## src/rtl/lrgs_pkg.sv

```systemverilog
// shared constants, codes and types of the gradient step core
// no dependencies; imported by the interfaces and every module
`timescale 1ns / 1ps
`default_nettype none

package lrgs_pkg;

   localparam int MAX_SAMPLES = 1024;
   localparam int ADDR_W      = $clog2(MAX_SAMPLES);
   localparam int CNT_W       = $clog2(MAX_SAMPLES + 1);
   localparam int DATA_W      = 32;
   localparam int PROD_W      = 2 * DATA_W;
   localparam int SUM_W       = 64;
   localparam int COST_W      = 63;
   localparam int USED_W      = 11;
   localparam int RES_W       = 48;
   localparam int RMAG_W      = RES_W - 1;
   localparam int STEP_W      = 34;

   // divider: 64-bit dividend, divisor up to twice the sample count
   localparam int DIVD_W    = 64;
   localparam int DIVR_W    = CNT_W + 1;
   localparam int DIV_CNT_W = $clog2(DIVD_W);

   localparam logic [DATA_W-1:0]        LR_RESET = 32'd2147484;
   localparam logic signed [DATA_W-1:0] ONE_Q16  = 32'sd65536;
   localparam logic [COST_W-1:0]        COST_MAX = {COST_W{1'b1}};
   localparam logic [STEP_W-1:0]        STEP_MAX = 34'h2_0000_0000;

   typedef logic [1:0] action_type;
   localparam action_type ACT_LOAD   = 2'd0;
   localparam action_type ACT_EVAL   = 2'd1;
   localparam action_type ACT_UPDATE = 2'd2;
   localparam action_type ACT_NONE   = 2'd3;

   typedef struct packed {
      logic [DATA_W-1:0] a;
      logic [DATA_W-1:0] b;
   } mul_req_type;

   typedef struct packed {
      logic              start;
      logic [DIVD_W-1:0] dividend;
      logic [DIVR_W-1:0] divisor;
   } div_req_type;

   typedef struct packed {
      logic              done;
      logic [DIVD_W-1:0] quotient;
   } div_rsp_type;

endpackage

`default_nettype wire

```

## src/rtl/lrgs_mul.sv

```systemverilog
// shared 32x32 unsigned multiplier with a registered 64-bit product
// depends on lrgs_pkg; operands are selected by the sequencer
`timescale 1ns / 1ps
`default_nettype none

module lrgs_mul import lrgs_pkg::*; (
   input  logic              clock,
   input  mul_req_type       mul_req,
   output logic [PROD_W-1:0] product
);

   logic [PROD_W-1:0] product_ff;
   logic [PROD_W-1:0] product_in;

   assign product_in = mul_req.a * mul_req.b;

   always_ff @(posedge clock) begin
      product_ff <= product_in;
   end

   assign product = product_ff;

endmodule

`default_nettype wire

```

## config.mk

```make
export PLATFORM = sky130hd
export DESIGN_NAME = lrgs_mul
export DESIGN_NICKNAME = d
export VERILOG_FILES = /design/src/rtl/lrgs_pkg.sv /design/src/rtl/lrgs_mul.sv
export SDC_FILE = /design/constraint.sdc
export NUM_CORES = 2
export LEC_CHECK = 0
export ABC_AREA = 1
export BUFFER_PORTS_ARGS = -buffer_cell sky130_fd_sc_hd__buf_2
export CORE_MARGIN = 1
export CORE_UTILIZATION = 23
export DETAILED_ROUTE_END_ITERATION = 12
export PLACE_DENSITY = 0.45
export SLEW_MARGIN = 25
export SYNTH_ARGS = -nofsm -noshare
export SYNTH_HDL_FRONTEND = slang
export SYNTH_SLANG_ARGS = --single-unit
```

## constraint.sdc

```tcl
create_clock -name clock -period 7.5 [get_ports clock]
set_input_delay 1.5 -clock clock [delete_from_list [all_inputs] [get_ports clock]]
set_output_delay 1.5 -clock clock [all_outputs]
set_load 0.01 [all_outputs]
```

Yosys cells after proc, flatten, opt, wreduce, memory -nomap -nowiden
Index checks and enable logic that the tools add are counted.
Widths: inputs -> output; s select.
{"block": "op_classes", "multipliers": 1}
{"cell": "$mul 32x32->64", "n": 1}
{"block": "totals", "register_bits": 64, "in_bits": 65, "out_inout_bits": 64, "elab_cells": 2}

Logic depth before layout (Yosys ltp)
{"block": "logic_depth", "ltp_word": 1, "mapped_depth": 30, "mapped_depth_nobuf": 29}

Worst setup path before layout
Ideal clock, no wire load.
{"block": "synth_path", "kind": "input to register", "start": "input mul_req[57] (netlist bit)", "end": "register product_ff[62] (netlist: product[62])", "setup_ns": 0.112, "t_arrival_ns": 7.203, "t_required_ns": 7.388, "setup_slack_ns": 0.185, "stages": 25, "n_path_buf": 1, "cell_sequence": "clkbuf_1 -> nand2_1 -> fa_1 -> inv_1 -> fa_1 -> inv_1 -> fa_1 -> inv_1 -> fa_1 -> fa_1 -> fa_1 -> fa_1 -> inv_1 -> fa_1 -> inv_1 -> ha_1 -> nand2_1 -> nor2_1 -> inv_2 -> nor2_4 -> nand2_2 -> nor3_2 -> nand2_1 -> nand3_1 -> nand2_1"}
{"block": "synth_between", "elab_chain_len": 1}
{"item": "from (decl)", "line_no": "lrgs_mul.sv:8", "source": "input mul_req_type mul_req,"}
{"item": "$mul 32x32->64", "line_no": "lrgs_mul.sv:15", "source": "assign product_in = mul_req.a * mul_req.b;"}
{"item": "via product_in[62]", "line_no": "lrgs_mul.sv:13", "source": "logic [PROD_W-1:0] product_in;"}
{"item": "to (signal assigned)", "line_no": "lrgs_mul.sv:18", "source": "product_ff <= product_in;"}
{"item": "to (decl)", "line_no": "lrgs_mul.sv:12", "source": "logic [PROD_W-1:0] product_ff;"}
The timed path passes the listed nets, and every way through them passes these cells.

Worst setup path after layout
{"block": "layout_path", "start": "input mul_req[51] (netlist bit)", "end": "register product_ff[32] (netlist: product[32])"}
The elaborated chain is that of the path after synthesis.

==> reports/results.txt <==
Max_slew headroom: 71.7%
Outcome: finished, final reports clean
Post-Route WL: 119 mm
Avg WL per Cell: 15.7 um
Top cells by area, synth: fa_1 (48%), inv_1 (17%), nand2_1 (16%)
Worst path top cell family by delay: adder cells
Die Wd: 405 um
Non-Filler Instances: 7570
Final Slew Violations: 0
Endpoints failing setup: 0
Mapped Nets: 6245
Busiest grt layer: met2
Met1 GRT Util: 21.3%
Vias per cell: 3.99
DRC viols: 0
GRT Util Overall: 14.7%
Antenna violations before repair: 10
Hold Vio Cnt, Final: 0
Worst slew pin tran: 424 ps
Max cap viols: 0
Vias in the first global route: 32182
Arrival @ worst endpoint: 7600 ps
Core area: 161000 um^2
First-pass detailed-route iteration total: 5
H-tree depth: 3
Synth Area in Simple Gates: 18.8%
Fin worst setup slack: 152 ps
Most frequent cells in the layout: inv_1 (1707), nand2_1 (1483), fa_1 (861)
Compound-Gate Fraction of Synth Area: 0.877%
Worst slack at placement: -662 ps
Mean Syn Cell Area: 7.45 um^2
M3 GR Usage: 1.06%
Clk sinks: 64
M2 GR Usage: 24.5%
CP max stage cell: fa_1
Largest net degree at the start of global routing: 22
Vias after detailed routing: 30192
Post-Syn Area: 37400 um^2
Max FFs per register: 64
Synth-to-Final Area Change: 22.7%
Cells after synthesis: 5021
Clock root buffer: clkbuf_16
DP Wirelength: 107 mm
Startpoint types: input port
CP Capture Type: flop
Distinct cell type count after synthesis: 23
Post-synthesis mux area share: 0%
Commonest non-fill, non-tap cell in the layout: inv_1
Yosys top cell area share: 48.0%
CTS tree: yes
RD Place Congestion: 0.857
Initial Util: 23.2%
Synthesis Warnings: 0
Setup Crit Path Kind: in -> reg
Post-Synth XOR/XNOR Area: 0.820%
Fmax: 136 MHz
Gr ovfl total: 0
WP buf/inv: 9
Row Count: 147
Unrepaired setup endpoints after global routing: yes
Min-delay src: mul_req[1]
Post-synth top area cell: fa_1
Worst hold path cell count: 5
Main combinational cell family by area after synthesis: adder cells
Post-Synth Adder-Cell Area: 56.8%
Final period util: 98.0%
Worst Hold Class: in -> reg
Most frequent CP cell: fa_1
CTS Hold Bufs: 0
FF+latch count, synth: 64
Die height: 405 um
Port Buf Inserts: 128
Main synth FF type: dfxtp_1
Share of layout cells above drive strength 1: 16.1%
Cells after DPL: 7534
CTS clk-pin slew, worst paths: 60 ps
I/O pin count: 129
CP peak stage delay: 560 ps
First-pass GRT wire length: 187 mm
Worst hold path endpoint: product[1]$_DFF_P_
Register area share after synthesis: 3.43%
Ys async rst share: 0%
Post-synth EDFFs: 0
Period minus WS final: 7350 ps
Clock Tree Buf Depth: 2
Die ar.: 164000 um^2
CTS buffer count: 9
Final ANT Viol Nets: 0
Nets: 6628
Crit-path max FO: 7
DRT iter0 DRCs: 1482
Worst Path Required: 7750 ps
-- metal layers --
layer,vias up,routed length [um]
met3,80,4270
met4,2,1210
li1,14383,-
met5,-,12
met1,15237,57700
met2,490,55800
-- per-stage QoR --
| step | setup TNS [ps] | utilization (%) | area [um^2] | hold slack [ps] |
|---|---|---|---|---|
| after floorplan | 0 | - | 37400 | 1600 |
| after global placement | -24790 | 27.1 | 43700 | 1900 |
| after detailed placement | -25360 | 27.1 | 43700 | 1890 |
| after CTS | 0 | 27.4 | 44200 | 1970 |
| after global routing | -128 | 28.5 | 45900 | 2010 |
| final | 0 | 28.5 | 45900 | 1960 |
-- worst max path at each step --
| stage | startpoint | end | depth (start not counted) |
|---|---|---|---|
| floorplan | mul_req[57] | product[62]$_DFF_P_ | 25 |
| global placement | mul_req[8] | product[62]$_DFF_P_ | 25 |
| detailed placement | mul_req[8] | product[30]$_DFF_P_ | 23 |
| CTS | mul_req[45] | product[32]$_DFF_P_ | 25 |
| global route | mul_req[45] | product[45]$_DFF_P_ | 29 |
| finish | mul_req[51] | product[32]$_DFF_P_ | 25 |
-- cell type report --
cell class / instances / area (um^2)
Antenna cell: 1 / 2.50
Clock buffer: 11 / 253
Clock inverter: 5 / 38.8
Fill cell: 17645 / 115000
Inverter: 1735 / 6520
Multi-Input combinational cell: 3030 / 30100
Sequential cell: 64 / 1280
Tap cell: 2160 / 2700
Timing Repair Buffer: 564 / 5040
-- synth_stat cells (10+ instances only) --
library cell,number
dfxtp_1,64
nor3_1,12
clkbuf_1,192
nand4_1,16
nor2_1,79
inv_2,10
fa_1,896
nand2_1,1565
ha_1,263
inv_1,1725
o21bai_1,10
nor2_2,15
xor2_1,33
a21oi_1,44
nand3_1,59
nand2_2,13
-- repair_timing --
action,CTS,global route
gates resized for setup,59,386
cloned,0,8
endpoints found under the hold margin,0,0
pin swaps,3,178
endpoints found under the setup margin,42,44
setup buffers,0,14
-- kinds of logic after synthesis --
group,count (synthesis)
fa+ha+maj,1159
compound gates,58
simple gates,1778
flops,64
buf+inv,1927
xor+xnor,35
-- worst min-delay path: stages --
cell     delay, ps
buf_2          250
buf_4          280
nand2_1         70
inv_1           50
ha_1           110
Power is left out: the tool's default activity adds up to more than one toggle a clock period on the data nets, which glitch-free logic cannot reach.
