===== config.mk =====
export PLATFORM = sky130hd
export DESIGN_NAME = lrgs_div
export DESIGN_NICKNAME = d
export VERILOG_FILES = /design/src/rtl/lrgs_pkg.sv /design/src/rtl/lrgs_div.sv
export SDC_FILE = /design/constraint.sdc
export NUM_CORES = 1
export LEC_CHECK = 0
export ABC_AREA = 0
export BUFFER_PORTS_ARGS = -buffer_cell sky130_fd_sc_hd__buf_2
export CORE_UTILIZATION = 46
export CTS_CLUSTER_SIZE = 28
export DETAILED_ROUTE_END_ITERATION = 8
export GPL_ROUTABILITY_DRIVEN = 0
export GPL_TIMING_DRIVEN = 0
export PLACE_DENSITY = 0.78
export SLEW_MARGIN = 10
export SYNTH_ARGS = -nofsm -noshare
export SYNTH_HDL_FRONTEND = slang
export SYNTH_SLANG_ARGS = --single-unit

===== constraint.sdc =====
create_clock -name clock -period 2.4 [get_ports clock]
set_input_delay 0.12 -clock clock [delete_from_list [all_inputs] [get_ports clock]]
set_output_delay 0.12 -clock clock [all_outputs]
set_load 0.05 [all_outputs]

===== src/rtl/lrgs_pkg.sv =====
// shared constants, codes and types of the gradient step core
// no dependencies; imported by the interfaces and every module
`timescale 1ns / 1ps
`default_nettype none

package lrgs_pkg;

   localparam int MAX_SAMPLES = 1024;
   localparam int ADDR_W      = $clog2(MAX_SAMPLES);
   localparam int CNT_W       = $clog2(MAX_SAMPLES + 1);
   localparam int DATA_W      = 32;
   localparam int PROD_W      = 2 * DATA_W;
   localparam int SUM_W       = 64;
   localparam int COST_W      = 63;
   localparam int USED_W      = 11;
   localparam int RES_W       = 48;
   localparam int RMAG_W      = RES_W - 1;
   localparam int STEP_W      = 34;

   // divider: 64-bit dividend, divisor up to twice the sample count
   localparam int DIVD_W    = 64;
   localparam int DIVR_W    = CNT_W + 1;
   localparam int DIV_CNT_W = $clog2(DIVD_W);

   localparam logic [DATA_W-1:0]        LR_RESET = 32'd2147484;
   localparam logic signed [DATA_W-1:0] ONE_Q16  = 32'sd65536;
   localparam logic [COST_W-1:0]        COST_MAX = {COST_W{1'b1}};
   localparam logic [STEP_W-1:0]        STEP_MAX = 34'h2_0000_0000;

   typedef logic [1:0] action_type;
   localparam action_type ACT_LOAD   = 2'd0;
   localparam action_type ACT_EVAL   = 2'd1;
   localparam action_type ACT_UPDATE = 2'd2;
   localparam action_type ACT_NONE   = 2'd3;

   typedef struct packed {
      logic [DATA_W-1:0] a;
      logic [DATA_W-1:0] b;
   } mul_req_type;

   typedef struct packed {
      logic              start;
      logic [DIVD_W-1:0] dividend;
      logic [DIVR_W-1:0] divisor;
   } div_req_type;

   typedef struct packed {
      logic              done;
      logic [DIVD_W-1:0] quotient;
   } div_rsp_type;

endpackage

`default_nettype wire


===== src/rtl/lrgs_div.sv =====
// restoring unsigned divider, one quotient bit per cycle
// depends on lrgs_pkg for widths and the request/response structs
`timescale 1ns / 1ps
`default_nettype none

module lrgs_div import lrgs_pkg::*; (
   input  logic        clock,
   input  logic        reset,
   input  div_req_type div_req,
   output div_rsp_type div_rsp
);

   logic                 busy_ff, busy_in;
   logic                 done_ff, done_in;
   logic [DIV_CNT_W-1:0] count_ff, count_in;
   logic [DIVR_W-1:0]    rem_ff, rem_in;
   logic [DIVR_W-1:0]    divisor_ff, divisor_in;
   logic [DIVD_W-1:0]    quot_ff, quot_in;
   logic [DIVR_W:0]      trial;
   logic [DIVR_W:0]      diff;

   always_comb begin
      busy_in    = busy_ff;
      done_in    = 1'b0;
      count_in   = count_ff;
      rem_in     = rem_ff;
      divisor_in = divisor_ff;
      quot_in    = quot_ff;
      trial      = {rem_ff, quot_ff[DIVD_W-1]};
      diff       = trial - {1'b0, divisor_ff};
      if (div_req.start) begin
         busy_in    = 1'b1;
         count_in   = DIV_CNT_W'(DIVD_W - 1);
         rem_in     = '0;
         divisor_in = div_req.divisor;
         quot_in    = div_req.dividend;
      end else if (busy_ff) begin
         // dividend bits shift out the top while quotient bits enter below
         if (trial >= {1'b0, divisor_ff}) begin
            rem_in  = diff[DIVR_W-1:0];
            quot_in = {quot_ff[DIVD_W-2:0], 1'b1};
         end else begin
            rem_in  = trial[DIVR_W-1:0];
            quot_in = {quot_ff[DIVD_W-2:0], 1'b0};
         end
         if (count_ff == '0) begin
            busy_in = 1'b0;
            done_in = 1'b1;
         end else begin
            count_in = count_ff - 1'b1;
         end
      end
   end

   always_ff @(posedge clock) begin
      if (reset) begin
         busy_ff <= 1'b0;
         done_ff <= 1'b0;
      end else begin
         busy_ff <= busy_in;
         done_ff <= done_in;
      end
   end

   always_ff @(posedge clock) begin
      count_ff   <= count_in;
      rem_ff     <= rem_in;
      divisor_ff <= divisor_in;
      quot_ff    <= quot_in;
   end

   assign div_rsp.done     = done_ff;
   assign div_rsp.quotient = quot_ff;

endmodule

`default_nettype wire


==> Word level (Yosys, flattened, before mapping) <==
Index checks and enable logic that the tools add are counted.
{ "classes": {"n_addsub": 2, "bitwise_logic": 2, "muxes": 8, "n_reduce_logical": 4, "n_lt_le_gt_ge": 1} }
{ "op_table": {"columns": ["op", "n"], "rows": [
  ["2-to-1 mux 64 bit", 2],
  ["greater-or-equal comparator 13 x 12 -> 1 bit", 1],
  ["2-to-1 mux 12 bit", 1],
  ["subtractor 12 bit", 1],
  ["logical NOT 6 bit", 1],
  ["subtractor 6 x 1 -> 6 bit, second input constant", 1],
  ["2-to-1 mux 1 bit", 5],
  ["OR reduction 3 bit", 1],
  ["inverter 1 bit", 2],
  ["AND reduction 2 bit", 1],
  ["nonzero test 2 bit", 1]
]} }
{ "totals": {"regBits": 96, "out_inout_bits": 65, "word_cells": 23} }

==> Depth between registers and ports, before layout <==
Gate-level depths: netlist of run 1.
{ "depth": {"ltp_word": 4, "depth_mapped": 9, "mapped_depth_nobuf": 9} }

==> Worst setup path after synthesis of run 1 <==
OpenSTA, ideal clock, no wires.
{ "synth_path": {"path_kind": "register to register", "start": "register quot_ff[63]", "end": "register rem_ff[9]", "arrival_time_ps": 2311, "path_stages_with_launch": 10, "slack_ps": -2, "synth_period_minus_slack_ps": 2402, "n_path_buf": 1, "path_cell_list": "edfxtp_1 -> inv_1 -> ha_1 -> nand2b_1 -> a21oi_1 -> nor2b_1 -> o311ai_1 -> clkbuf_1 -> nand3_1 -> a311oi_1"} }
{ "synth_between": {"elab_chain_cells": 2, "word_cells_on_any_way": 3} }
{ "synth_rtl": {"columns": ["item", "line", "rtl"], "rows": [
  ["start, declared", "lrgs_div.sv:18", "logic [DIVD_W-1:0] quot_ff, quot_in;"],
  ["start signal, assigned", "lrgs_div.sv:69", "quot_ff <= quot_in;"],
  ["subtractor 12 bit / greater-or-equal comparator 13 x 12 -> 1 bit (equally long branches)", "lrgs_div.sv:30, lrgs_div.sv:39", null],
  ["2-to-1 mux 12 bit (*)", "lrgs_div.sv:39", "if (trial >= {1'b0, divisor_ff}) begin"],
  ["end signal, assigned", "lrgs_div.sv:67", "rem_ff <= rem_in;"],
  ["end, declared", "lrgs_div.sv:16", "logic [DIVR_W-1:0] rem_ff, rem_in;"]
]} }
Mark *: on every way between the ends. The rest lies on a longest branch, timed or not.
A chain may end at the register's enable or synchronous reset.

==> Worst setup path after layout of run 1 <==
{ "layout_path": {"start": "register quot_ff[63]", "end": "register rem_ff[10]"} }
The elaborated chain is that of the path after synthesis.

==> PnR_summary.wiki, run 1 <==
{| class="wikitable"
! Metric !! Value
|-
| Post-Synthesis Mean Instance Area || between 10 and 15 sq um
|-
| Top-area cell type share of the netlist area || 0.4936
|-
| Antenna violations before repair || 0
|-
| Number of vias after detailed routing || around 3.5k
|-
| Launch instance of the worst min-delay path || div_req[65]
|-
| Setup slack of the most critical reg-to-reg path || between 80 and 90 ps
|-
| Ports placed on the boundary || between 100 and 150
|-
| Peak per-stage delay on the critical path || approximately 400 ps
|-
| Clock share of power || 0.228
|-
| Worst Path Class, Setup || reg -> reg
|-
| Post-DP HPWL || slightly below 8000 um
|-
| Maximum Capacitance Violations || 0
|-
| Area grow syn2layout || 26.87%
|-
| Antenna violation net count after detailed routing || 0
|-
| Number of fill cells in the layout || just under 800
|-
| Slew Viols, Final || 0
|-
| Setup slack at placement || -130.6 ps
|-
| Buffer levels on the longest clock path || 2
|-
| Number of standard cells after synthesis || roughly 360
|-
| Wire length of the first global-routing pass || ~17000 um
|-
| Number of iterations in the first detailed-routing pass || 5
|-
| Number of sinks driven by the clock tree || 96
|-
| Minimum setup slack in the final design || between 80 and 90 ps
|-
| Start point of the critical path || quot_ff[63]
|-
| Total number of nets in the final design || 622
|-
| Cell accounting for the most synthesized area || edfxtp_1
|-
| FF+latch count, synth || 96
|-
| Switch share || 0.3390
|-
| Dominant cell type by count on the critical path || o21ai_0
|-
| Data required time of the worst path || about 2700 ps
|-
| Startpoint types || flop
|-
| Most used standard cells in the synthesized netlist || edfxtp_1 (76), mux2_2 (63), nor2_1 (24)
|-
| Detailed Route WL || about 11000 um
|-
| Run status || completed
|-
| Crit path max-delay cell type || fa_1
|-
| Area fraction in and, or, nand and nor cells after synthesis || 0.08119
|-
| Number of distinct library cells after synthesis || 49
|-
| Clock tree from TritonCTS || yes
|-
| Port Buffers || about 140
|-
| CP top delay family || compound AO/OA/AOI/OAI gates
|-
| Worst path arrival time || about 2600 ps
|-
| Synth top area cells || edfxtp_1 (49%), mux2_2 (15%), dfxtp_1 (8.7%)
|-
| Pin count of the biggest net entering global routing || between 60 and 70
|-
| TNS Setup || 0 ps
|-
| Clock root cell || clkbuf_8
|-
| Overall fraction of global-route tracks in use || 0.2094
|-
| Worst-case headroom to the max-slew limit || 0.4694
|-
| Net Switching || between 1 and 1.5 mW
|-
| Net count of the mapped netlist || between 400 and 500
|-
| Proportion of synthesized chip area in sequential cells || 0.5802
|-
| Number of buffers created by CTS || 9
|-
| EDFF count, synth || 76
|-
| Yosys synthesis warning count || 0
|-
| Worst R2R Start || quot_ff[63]
|-
| Worst ir drop on vdd || between 0.4 and 0.5 mV
|-
| Worst-case hold slack || about 56 ps
|-
| Combinational family with the most area after synthesis || multiplexers
|-
| Asr flop ratio synth || 0
|-
| Multiplexer share of the synthesized area || 0.1535
|-
| Via count of the first global-routing pass || around 3.5k
|-
| Total placed cells including tap cells || 633
|-
| Most common cell in the synthesized netlist || edfxtp_1
|-
| Max FO, Critical Path || 3
|-
| Average wire length per cell after detail routing || approximately 16 um
|-
| Sequential fraction of design power || 0.502
|-
| First DRT Iteration DRCs || roughly 230
|-
| Die outline area || 10460 sq um
|-
| Post-route core utilization || 0.6001
|-
| Setup skew after layout || 7.615 ps
|-
| Latest clock arrival within the worst-skew pair || 360 ps
|-
| Hold WC Path Type || in -> reg
|-
| Area of the multi-input gates || about 1800 sq um
|-
| Width of the die || 102.3 um
|-
| Storage cell area || approximately 2700 sq um
|-
| Pwr Density || around 700 nW/um^2
|-
| Final antenna diode count || 0
|-
| Crit path capture type || flop
|-
| Number of buffers and inverters on the critical path || 1
|-
| Post-layout minimum cycle time || 2312 ps
|-
| Number of non-filler instances in the completed layout || between 600 and 700
|-
| Clock H-tree levels || 3
|-
| Maximum clock frequency || 432.5 MHz
|-
| Initial cell density of the core || 0.4730
|-
| Core region area || ~9800 sq um
|-
| Die height || ~100 um
|-
| Clock transition time at the flip-flop clock pins of the worst setup and hold paths || ~100 ps
|-
| Total setup violations reported at the end of the flow || 0
|-
| Slew at the pin closest to its max-slew limit || 795.9 ps
|-
| Hold violation total from the final report || 0
|-
| XOR/XNOR Fraction of Synth Area || 0.02084
|-
| Global route overflow || 0
|-
| Post-synth design cell area || ~4600 sq um
|-
| Logic pwr share || 0.270
|-
| Post-synthesis compound-gate area fraction || 0.08931
|-
| Remaining design rule violation count || 0
|-
| List of cells traversed by the critical path || inv_1 -> ha_1 -> fa_1 -> nor2b_1 -> o21bai_1 -> a21boi_2 -> o21ai_0 -> xnor2_1 -> o21ai_0
|-
| Post-synthesis adder-cell area fraction || 0.04222
|-
| Cell row count || 36
|-
| Leak || roughly 2.4 nW
|-
| Most used DFF post-synth || edfxtp_1
|-
| Final critical-path share of the clock period || 0.9633
|-
| Layout cells sized above 1 || 0.4484
|-
| Via density per instance || roughly 5.2
|-
| Internal power || roughly 2.7 mW
|}
## area by class of cell
type	count	area share
Timing Repair Buffer	160	0.1493
Inverter	21	0.01387
Sequential cell	96	0.4573
Clock buffer	10	0.02176
Tap cell	133	0.02837
Buffer	16	0.01323
Clock inverter	6	0.006186
Multi-Input combinational cell	224	0.3099
## flip-flops by register name, indices dropped and copies added (netlist names)
| register | flops |
|---|---|
| count_ff | 6 |
| rem_ff | 12 |
| done_ff | 1 |
| busy_ff | 1 |
| quot_ff | 64 |
| divisor_ff | 12 |
## power by group through the flow
stage,combinational [mW],clock [mW],sequential (mW)
floorplan,0.392,0,2.49
global placement,1.04,0,2.10
detailed placement,1.07,0,2.10
CTS,1.09,0.952,2.07
global route,1.18,1.02,2.09
finish,1.11,0.938,2.06
## worst paths after layout
check	endpoint	cells past startpoint
worst max-delay path	rem_ff[10]	9
worst min-delay path	quot_ff[53]	2
worst max register to register	rem_ff[10]	9
worst min register to register	rem_ff[3]	2
## what timing repair did
action,in CTS,in global routing
hold buffers,13,0
pin swaps,0,1
gates resized for setup,3,5
endpoints found under the setup margin,5,12
setup buffers,0,4
hold endpoints to repair,14,0
## layer usage
layer | track usage | vias up | wire length [um]
met3 | 0.07387 | 14 | 930
met1 | 0.2583 | 1641 | 4445
met4 | 0.06374 | 0 | 137
met5 | 0 | - | 0
met2 | 0.3454 | 158 | 5317
li1 | - | 1676 | -
## worst reg2reg max path, stage by stage (launching register included)
cell and delay (ps):
edfxtp_1 390, inv_1 60, ha_1 240, fa_1 400, nor2b_1 270, o21bai_1 140
a21boi_2 230, o21ai_0 150, xnor2_1 150, o21ai_0 200
## cells in the final DEF, fill, tap and decap left out, drive strengths merged, types with 3 or more instances in the layout
cell	Yosys	final
buf	4	151
edfxtp	76	76
mux2	63	63
nor2	24	24
clkbuf	12	22
inv	21	21
dfxtp	20	20
nand2	14	14
ha	14	14
dlygate4sd3	0	13
a21oi	13	13
o21ai	13	13
nand3	8	8
nand2b	7	7
xor2	6	6
a311oi	6	6
nor2b	5	5
xnor2	5	5
a31oi	5	5
nand4	4	4
nor3	4	4
clkinv	0	4
a21o	3	3
and2	3	3
## cell families after synthesis
kind of cell    Yosys count
compound gates           58
fa+ha+maj                15
simple gates             77
buf+inv                  37
flops                    96
xor+xnor                 11
mux                      63
## metrics by stage
step           cell area [sq um]  power, mW
2_1_floorplan               4624      2.883
3_3_place_gp                5507      3.141
3_5_place_dp                5509      3.167
4_1_cts                     5809      4.105
5_1_grt                     5866      4.284
6_report                    5866      4.113
Note: power is estimated with default switching activity, not from simulation.
==> inputs of run 2 (changes only) <==
- BUFFER_PORTS_ARGS: -buffer_cell sky130_fd_sc_hd__buf_2 -> unset
- CORE_UTILIZATION: 46 -> 63
- DONT_BUFFER_PORTS: unset -> 1
- PLACE_DENSITY: 0.78 -> 0.81
- clock period: 2.4 -> 2.3 ns (I/O delays scaled with it)
==> run 2 against run 1 <==
Net effect: the run now ends with negative setup slack left; sequential power up 28%; hold slack worse by 48 ps; register-to-register slack got worse by 310 ps; total power grew 10%; setup slack lost 310 ps; sequential share of layout area is 1.1 points lower; flip-flop and latch count is the same; final area up 2.5%; highest routed layer unchanged.
==> PnR_summary.wiki, run 2 (synthesis results as in run 1) <==
{| class="wikitable"
! Metric !! Value
|-
| Run status || complete, but fails checks
|-
| Failing checks || negative setup slack
|-
| Via density per instance || 6.537 (+25%)
|-
| Post-layout power || 4.534 mW (+10%)
|-
| Number of cells on the worst reg-to-reg path || 8 (-1)
|-
| Number of buffers created by CTS || 9 (unchanged)
|-
| Global route overflow || 0 (unchanged)
|-
| Hold violation total from the final report || 0 (unchanged)
|-
| Final critical-path share of the clock period || 1.095 (+0.1316)
|-
| Worst ir drop on vdd || 0.7508 mV (+59%)
|-
| Antenna violations before repair || 0 (unchanged)
|-
| Worst path arrival time || 2820 ps (+230 ps)
|-
| Buffer levels on the longest clock path || 2 (unchanged)
|-
| Number of vias after detailed routing || 3667 (+5.1%)
|-
| Initial cell density of the core || 0.6658 (+0.1928)
|-
| Post-DP HPWL || 6529 um (-16%)
|-
| Die height || 87.67 um (-14%)
|-
| Latest clock arrival within the worst-skew pair || 390 ps (+30 ps)
|-
| Top library cells by usage in the layout, fill and taps aside || dlygate4sd3_1 (78), edfxtp_1 (76), mux2_2 (63), nor2_1 (22), dfxtp_1 (20)
|-
| Maximum Capacitance Violations || 0 (unchanged)
|-
| Worst-case headroom to the max-slew limit || 0.5066 (+0.03716)
|-
| Number of fill cells in the layout || 275 (-65%)
|-
| Wire length of the first global-routing pass || 19790 um (+19%)
|-
| Slew Viols, Final || 0 (unchanged)
|-
| Data required time of the worst path || 2600 ps (-80 ps)
|-
| First DRT Iteration DRCs || 430 (+90%)
|-
| Minimum setup slack in the final design || -218.2 ps (-306.3 ps)
|-
| Leak || 2.235 nW (-8.0%)
|-
| Number of iterations in the first detailed-routing pass || 5 (unchanged)
|-
| Startpoint types || flop
|-
| Final instance area || 6010 sq um (+2.5%)
|-
| Area grow syn2layout || 29.99%
|-
| Final antenna diode count || 0 (unchanged)
|-
| RSZ-0062 raised after global routing || true
|-
| Max FO, Critical Path || 7 (+4)
|-
| Remaining design rule violation count || 0 (unchanged)
|-
| Clock root cell || clkbuf_8
|-
| Largest registers || quot_ff: 64 flops, divisor_ff: 12 flops, rem_ff: 12 flops
|-
| Via count of the first global-routing pass || 3660 (+4.7%)
|-
| Largest reg by FF count || quot_ff
|-
| Maximum clock frequency || 397.1 MHz (-8.2%)
|-
| Detailed Route WL || 14160 um (+31%)
|-
| Setup slack at placement || -581.3 ps (-450.8 ps)
|-
| Clock transition time at the flip-flop clock pins of the worst setup and hold paths || 110 ps (about the same)
|-
| Clock H-tree levels || 3 (unchanged)
|-
| Cell row count || 30 (-17%)
|-
| Slew at the pin closest to its max-slew limit || 737.7 ps (-58.17 ps)
|-
| Width of the die || 87.67 um (-14%)
|-
| Pwr Density || 754.4 nW/um^2 (+7.6%)
|-
| Overall fraction of global-route tracks in use || 0.3594 (+0.1501)
|-
| Layout cells sized above 1 || 0.2860 (-0.1624)
|-
| Pin count of the biggest net entering global routing || 19 (-71%)
|-
| Core region area || 6944 sq um (-29%)
|-
| Commonest non-fill, non-tap cell in the layout || dlygate4sd3_1
|-
| Total number of nets in the final design || 554 (-11%)
|-
| Setup skew after layout || 17.86 ps (+10.25 ps)
|-
| Worst-case hold slack || 7.998 ps (-47.53 ps)
|-
| Worst Path Class, Setup || reg -> reg
|-
| Hold WC Path Type || in -> reg
|-
| Flip-flop count of the largest register after layout || 64 (unchanged)
|-
| Port Buffers || 0 (-100%)
|-
| Die outline area || 7685 sq um (-26%)
|-
| Ports placed on the boundary || 144 (unchanged)
|-
| Post-DP Area || 4753 sq um (-14%)
|-
| Antenna violation net count after detailed routing || 0 (unchanged)
|-
| Clock tree from TritonCTS || yes
|-
| Number of sinks driven by the clock tree || 96 (unchanged)
|-
| Total setup violations reported at the end of the flow || 13 (+13)
|-
| Hold Path Cell Cnt || 2 (unchanged)
|-
| Post-layout minimum cycle time || 2518 ps (+206.3 ps)
|-
| Average wire length per cell after detail routing || 25.24 um (+55%)
|-
| Crit path capture type || flop
|}
[run 2: final cells by class]
cell class,count,area (sq um),area share
Clock inverter,7,60.06,0.009994
Buffer,16,83.83,0.01395
Timing Repair inverter,3,22.52,0.003748
Tap cell,96,120.1,0.01999
Multi-Input combinational cell,224,1967,0.3273
Sequential cell,96,2683,0.4464
Clock buffer,9,123.9,0.02061
Inverter,21,82.58,0.01374
Timing Repair Buffer,89,867.1,0.1443
[run 2: report_power, final]
group / switching [mW] / total, mW / internal (mW)
combinational: 0.410 / 0.792 / 0.382
sequential: 0.553 / 2.63 / 2.08
clock: 0.698 / 1.11 / 0.416
[run 2: worst paths after layout]
kind	start	end	slack (ps)
worst max-delay path	quot_ff[63]	rem_ff[1]	-220
worst min register to register	count_ff[5]	count_ff[5]	540
worst min-delay path	div_req[12]	quot_ff[0]	8
worst max register to register	quot_ff[63]	rem_ff[1]	-220
[run 2: repair_timing]
item	CTS	global route
cloned	4	0
setup endpoints to repair	77	62
endpoints found under the hold margin	90	13
pin swaps	10	5
setup buffers	8	3
resized for setup	29	20
hold buffers	77	1
[run 2: metal layers]
layer | wire length [um] | global-route usage | vias to the layer above
met5 | 0 | 0 | -
met4 | 786 | 0.1505 | 0
met3 | 1597 | 0.1385 | 78
met2 | 6899 | 0.5874 | 332
met1 | 4873 | 0.4286 | 1719
li1 | - | - | 1538
[run 2: metrics by stage]
step | TNS, ps | std cells | utilization
2_1_floorplan | -105.7 | 357 | -
3_3_place_gp | -35780 | 453 | 0.6845
3_5_place_dp | -40130 | 453 | 0.6845
4_1_cts | -408.5 | 557 | 0.8497
5_1_grt | -2913 | 561 | 0.8654
6_report | -2170 | 561 | 0.8654
[run 2: critical path, stage by stage, from the launching register on]
cell      delay, ps
edfxtp_1        740
inv_2           100
ha_4            250
nand2b_4        160
a21oi_4         150
nor2b_4          90
o311a_4         400
or4_4           490
o221ai_2         70
